### src/design/wavetable_oscillator_exp_pitch_unit_macros.svh
// ----------------------------------------------------------------------------
// wavetable oscillator assertion macros
// shared concurrent assertion forms, sampled on clk, off while arst_n is low
// ----------------------------------------------------------------------------
`ifndef WAVETABLE_OSCILLATOR_EXP_PITCH_UNIT_MACROS_SVH
`define WAVETABLE_OSCILLATOR_EXP_PITCH_UNIT_MACROS_SVH

// consequent must hold in the same cycle as the antecedent
`define WTOEP_ASSERT_NOW(label, ante, cons, msg) \
	label: assert property (@(posedge clk) disable iff (!arst_n) (ante) |-> (cons)) \
		else $error(msg);

// consequent must hold in the cycle after the antecedent
`define WTOEP_ASSERT_NEXT(label, ante, cons, msg) \
	label: assert property (@(posedge clk) disable iff (!arst_n) (ante) |=> (cons)) \
		else $error(msg);

`endif

### src/design/wtoep_pkg.sv
// ----------------------------------------------------------------------------
// wtoep_pkg
// shared types and constants of the wavetable oscillator
// ----------------------------------------------------------------------------
package wtoep_pkg;

	localparam int unsigned WAVE_POINTS     = 257;
	localparam int unsigned EXP_ENTRIES     = 4096;
	localparam int unsigned WAVE_AW         = 9;
	localparam int unsigned EXP_AW          = 12;
	localparam int unsigned SAMPLE_W        = 16;
	localparam int unsigned TABLE_W         = 16;
	localparam int unsigned RATE_W          = 24;
	localparam int unsigned CV_W            = 15;
	localparam int unsigned PHASE_W         = 32;
	localparam logic [RATE_W-1:0] BASE_RATE_RESET = 24'h076D6A;

	// request kinds carried on the input tuser
	typedef enum logic [1:0] {
		REQ_SAMPLE  = 2'd0,
		REQ_WAVE_WR = 2'd1,
		REQ_EXP_WR  = 2'd2
	} req_t;

	// register enables from the sequencer to the datapath
	typedef struct packed {
		logic lo_load;
		logic fine_load;
		logic prod_load;
		logic inc_load;
		logic interp_load;
		logic scale_load;
		logic phase_step;
	} dp_ctl_t;

endpackage

### src/design/wtoep_dpath.sv
// ----------------------------------------------------------------------------
// wtoep_dpath
// phase accumulator, linear interpolation, amplitude scaling, pitch increment
// ----------------------------------------------------------------------------
module wtoep_dpath (
	input  logic                                clk,
	input  logic                                arst_n,
	input  wtoep_pkg::dp_ctl_t                  ctl,
	input  logic [wtoep_pkg::RATE_W-1:0]        base_rate,
	input  logic [wtoep_pkg::CV_W-1:0]          pitch_cv,
	input  logic signed [wtoep_pkg::SAMPLE_W-1:0] amp_mod,
	input  logic [wtoep_pkg::TABLE_W-1:0]       wave_rdata,
	input  logic [wtoep_pkg::TABLE_W-1:0]       exp_rdata,
	output logic [7:0]                          wave_idx,
	output logic [wtoep_pkg::SAMPLE_W-1:0]      sample
);
	import wtoep_pkg::*;

	logic [PHASE_W-1:0] phase_q;
	logic signed [15:0] lo_q;
	logic [38:0]        fine_s1;
	logic signed [33:0] diff_prod_s2;
	logic [PHASE_W-1:0] inc_q;
	logic signed [31:0] interp_s3;
	logic signed [47:0] scaled_s4;

	logic [30:0]        rate;
	logic [22:0]        coarse;
	logic [23:0]        fine_sum;
	logic signed [16:0] diff;
	logic signed [16:0] frac_s;
	logic signed [33:0] interp_full;
	logic signed [15:0] halved;

	// octave shift then drop 8 bits
	assign rate     = {7'd0, base_rate} << pitch_cv[14:12];
	assign coarse   = rate[30:8];
	assign fine_sum = {1'b0, fine_s1[38:16]} + {1'b0, coarse};

	// interpolation between lo (held) and hi (on the read port)
	assign diff        = {wave_rdata[15], wave_rdata} - {lo_q[15], lo_q};
	assign frac_s      = signed'({1'b0, phase_q[23:8]});
	assign interp_full = signed'({{2{lo_q[15]}}, lo_q, 16'd0}) + diff_prod_s2;

	// arithmetic halving rounds toward minus infinity
	assign halved = amp_mod >>> 1;

	always_ff @(posedge clk or negedge arst_n) begin
		if (!arst_n) begin
			phase_q <= '0;
		end else if (ctl.phase_step) begin
			phase_q <= phase_q + inc_q;
		end
	end

	always_ff @(posedge clk) begin
		if (ctl.lo_load) begin
			lo_q <= signed'(wave_rdata);
		end
		if (ctl.fine_load) begin
			fine_s1 <= coarse * exp_rdata;
		end
		if (ctl.prod_load) begin
			diff_prod_s2 <= diff * frac_s;
		end
		if (ctl.inc_load) begin
			inc_q <= {fine_sum, 8'd0};
		end
		if (ctl.interp_load) begin
			interp_s3 <= interp_full[31:0];
		end
		if (ctl.scale_load) begin
			scaled_s4 <= interp_s3 * halved;
		end
	end

	assign wave_idx = phase_q[31:24];
	assign sample   = scaled_s4[47:32];

endmodule
### config.mk
export PLATFORM = sky130hd
export DESIGN_NAME = wtoep_dpath
export DESIGN_NICKNAME = d
export VERILOG_FILES = /design/src/design/wavetable_oscillator_exp_pitch_unit_macros.svh /design/src/design/wtoep_pkg.sv /design/src/design/wtoep_dpath.sv
export SDC_FILE = /design/constraint.sdc
export NUM_CORES = 2
export LEC_CHECK = 0
export ABC_CLOCK_PERIOD_IN_PS = 13800
export BUFFER_PORTS_ARGS = -buffer_cell sky130_fd_sc_hd__buf_2
export CAP_MARGIN = 20
export CORE_MARGIN = 1
export CORE_UTILIZATION = 40
export DETAILED_ROUTE_END_ITERATION = 8
export HOLD_SLACK_MARGIN = 0.08
export MAX_ROUTING_LAYER = met4
export SLEW_MARGIN = 20
export SYNTH_ARGS = -nofsm -noshare
export SYNTH_HDL_FRONTEND = slang
export SYNTH_SLANG_ARGS = --single-unit
### constraint.sdc
create_clock -name clk -period 13.8 [get_ports clk]
set_clock_uncertainty 0.2 [all_clocks]
set_input_delay 1.38 -clock clk [delete_from_list [all_inputs] [get_ports clk]]
set_output_delay 1.38 -clock clk [all_outputs]
set_load 0.005 [all_outputs]
==> reports/results.tsv <==
stage	metric	value	unit
outcome	status	complete, no violations	
final_layout	finalCoreUtilization	42.4	%
timing	setup-tns-final	0	ns
critical_path	required	13.83	ns
timing	worst_pin_slew	1.15	ns
cts	clkTransAtPathRegs	0.08	ns
critical_path	worstSetupEndpointType	register	
grt	grtUsageTotal	20.9	%
synth	synth_cells	5079	
detailed_routing	first_iter_violations	1890	
detailed_routing	routed.top_layer	met4	
critical_path	cp.arrival	10.28	ns
critical_path	cpMaxStageDelayCell	xnor2_2	
grt	antenna_found_initial	4	
synth	ys_ff_latch	166	
final_layout	drive_gt1_share	4.50	%
final_layout	instances_no_fill	6553	
synth	synthesis.nets	6554	
detailed_routing	drc_errors	0	
floorplanning	dieArea	118000	sq um
final_layout	syn_to_final_growth	5.25	%
timing	period_needed	10.25	ns
detailed_routing	drt-total-wl	114000	um
placed_design	gp_congestion	0.875	
timing	finalHoldViolCount	0	
cts	clk_latency	0.51	ns
cts	cts_resized	0	
grt	grt_max_degree	43	
synth	synth_edf_count	142	
grt	grt_pass1_vias	35600	
placed_design	hpwl	86900	um
detailed_routing	routed_via_density	5.07	
timing	max_freq	0.0976	GHz
synth	yosys_warnings	0	
cts	holdBufCountCts	0	
detailed_routing	ant_nets	0	
timing	finalSetupViolCount	0	
floorplanning	fp.dieW	344	um
placed_design	portBuffers	105	
critical_path	crit_fanout	16	
grt	grt_overflow	0	
synth	synthArstFlopShare	14.5	%
synth	syn_area_per_cell	9.22	sq um
timing	max_slew_margin	22.9	%
timing	setup_slack	3.55	ns
floorplanning	core_area	116000	sq um
detailed_routing	met1_length	50100	um
floorplanning	initial_core_util	40.3	%
synth	seq_area_frac_synth	10.4	%
detailed_routing	wl_met3	5830	um
worst_hold_path	whs_path_depth	0	
floorplanning	rows	125	
critical_path	reg2reg_from	lo_q[0]	
timing	rsz0062_at_grt	false	
synth	synth.distinct_cells	75	
cts	clkSinkCount	166	
critical_path	criticalPathCategory	in -> reg	
floorplanning	dieHeight	344	um
critical_path	r2r-end	diff_prod_s2[31]	
synth	synth_top_flop_cell	edfxtp_1	
detailed_routing	via_count	33200	
critical_path	r2r_slack	4.24	ns
detailed_routing	met2_wirelength	55800	um
cts	clockBufferDepth	2	
worst_hold_path	hold_class	reg -> reg	
grt	grt_pass1_wl	189000	um
critical_path	cpPeakStageDelay	0.80	ns
cts	numCtsBuffers	17	
final_layout	nets	6488	
synth	synth_area	46800	sq um
placed_design	place_inst	6518	
critical_path	start_kind	input pin	
cts	cts-htree-levels	4	
worst_hold_path	holdPathEnd	interp_s3[12]	
detailed_routing	drt_first_pass_iters	7	
timing	finalCritPeriodShare	74.3	%
worst_hold_path	hp-start	diff_prod_s2[12]	
cts	cts_tree	yes	
timing	maxSlewViolCount	0	
cts	postCtsSetupRepairBufs	0	
critical_path	rr_worst_depth	33	
job	cap_violations	0	
floorplanning	pin_count	120	
cts	root_buffer	clkbuf_16	
detailed_routing	avgRoutedWirePerCell	17.5	um
critical_path	crit_top_cell	fa_1	
placed_design	pre_cts_ws	3.07	ns
kinds of logic after synthesis:
group / synth area share (%)
muxes: 1.15
adders and majority gates: 52.8
AOI/OAI and AO/OA: 5.69
and+or+nand+nor: 15.5
DFF: 10.4
xor gates and xnor gates: 3.02
buffers and inverters: 11.4
state kept, by name, indices dropped and copies added, names as in the netlist:
register / cells
fine_s1: 23
interp_s3: 32
scaled_s4: 15
phase_q: 24
diff_prod_s2: 32
inc_q: 24
lo_q: 16
layer usage:
metal | track usage (%) | up-vias
li1 | - | 15200
met1 | 27.1 | 17100
met2 | 34.2 | 789
met3 | 2.87 | 193
met4 | 5.59 | 0
met5 | - | -
worst max-delay path by stage:
stage	start	end	slack [ns]	depth (start not counted)
floorplan	wave_rdata[0]	diff_prod_s2[31]	4.32	31
global placement	wave_rdata[0]	diff_prod_s2[31]	3.15	35
detailed placement	wave_rdata[0]	diff_prod_s2[31]	3.07	35
CTS	wave_rdata[0]	diff_prod_s2[31]	3.61	35
global route	wave_rdata[0]	diff_prod_s2[31]	3.15	34
finish	wave_rdata[0]	diff_prod_s2[31]	3.55	35
Yosys cell counts, types with 8 or more instances:
cell type,number,share of area [%]
inv_1,1181,9.5
fa_1,997,43
nand2_1,766,6.1
ha_1,382,10
and2_1,346,4.6
clkbuf_1,210,1.7
edfxtp_1,142,9.1
xnor2_1,125,2.3
a21oi_1,114,1.2
nor2_1,100,0.80
o21ai_0,70,0.75
nand3_1,65,0.69
nand2b_1,54,0.72
nor2b_1,51,0.68
nor3_1,38,0.41
a21o_1,37,0.59
xor2_1,34,0.64
dfrtp_1,24,1.3
and3_1,23,0.31
o211ai_1,22,0.35
mux2_2,21,0.50
a211oi_1,19,0.30
a311oi_1,19,0.36
o21ai_1,17,0.18
o21a_1,16,0.26
a31oi_1,14,0.19
nand3b_1,14,0.22
nand4_1,14,0.19
mux2i_1,13,0.28
o21bai_1,13,0.21
or3_1,12,0.16
o311ai_0,10,0.19
buf_4,9,0.14
nor3b_1,9,0.14
a22o_1,8,0.15
worst max-delay path, delay by kind of cell:
family / cells / cell delay [ns]
AO/OA/AOI/OAI: 13 / 2.46
XOR/XNOR: 2 / 1.22
adder cells (fa/ha/maj): 9 / 3.76
buffers and inverters: 6 / 0.45
AND/OR/NAND/NOR: 5 / 0.98
layout by cell type (no fill, tap or decap), drive strengths merged, types with 51 or more instances in the layout:
cell type / instances
inv: 1190
fa: 997
nand2: 766
ha: 382
and2: 346
buf: 144
edfxtp: 142
xnor2: 125
a21oi: 116
nor2: 101
o21ai: 87
nand3: 65
nand2b: 54
nor2b: 51
metrics by stage:
stage	instance area [sq um]	hold WS (ns)
after floorplan	46800	0.200
after global placement	48700	0.203
after detailed placement	48700	0.205
after CTS	49300	0.215
after global routing	49300	0.223
final	49300	0.215
cell type report:
cell class	count	area, sq um
fillers	11500	66900
repair buffers	144	818
diodes	3	7.51
multi-input cells	3502	36700
flip-flops and latches	166	4860
well taps	1524	1910
inverters	1182	4440
clock buffers	17	425
clock inverters	15	156
Power is left out: the tool's default activity adds up to more than one toggle a clock period on the data nets, which glitch-free logic cannot reach.
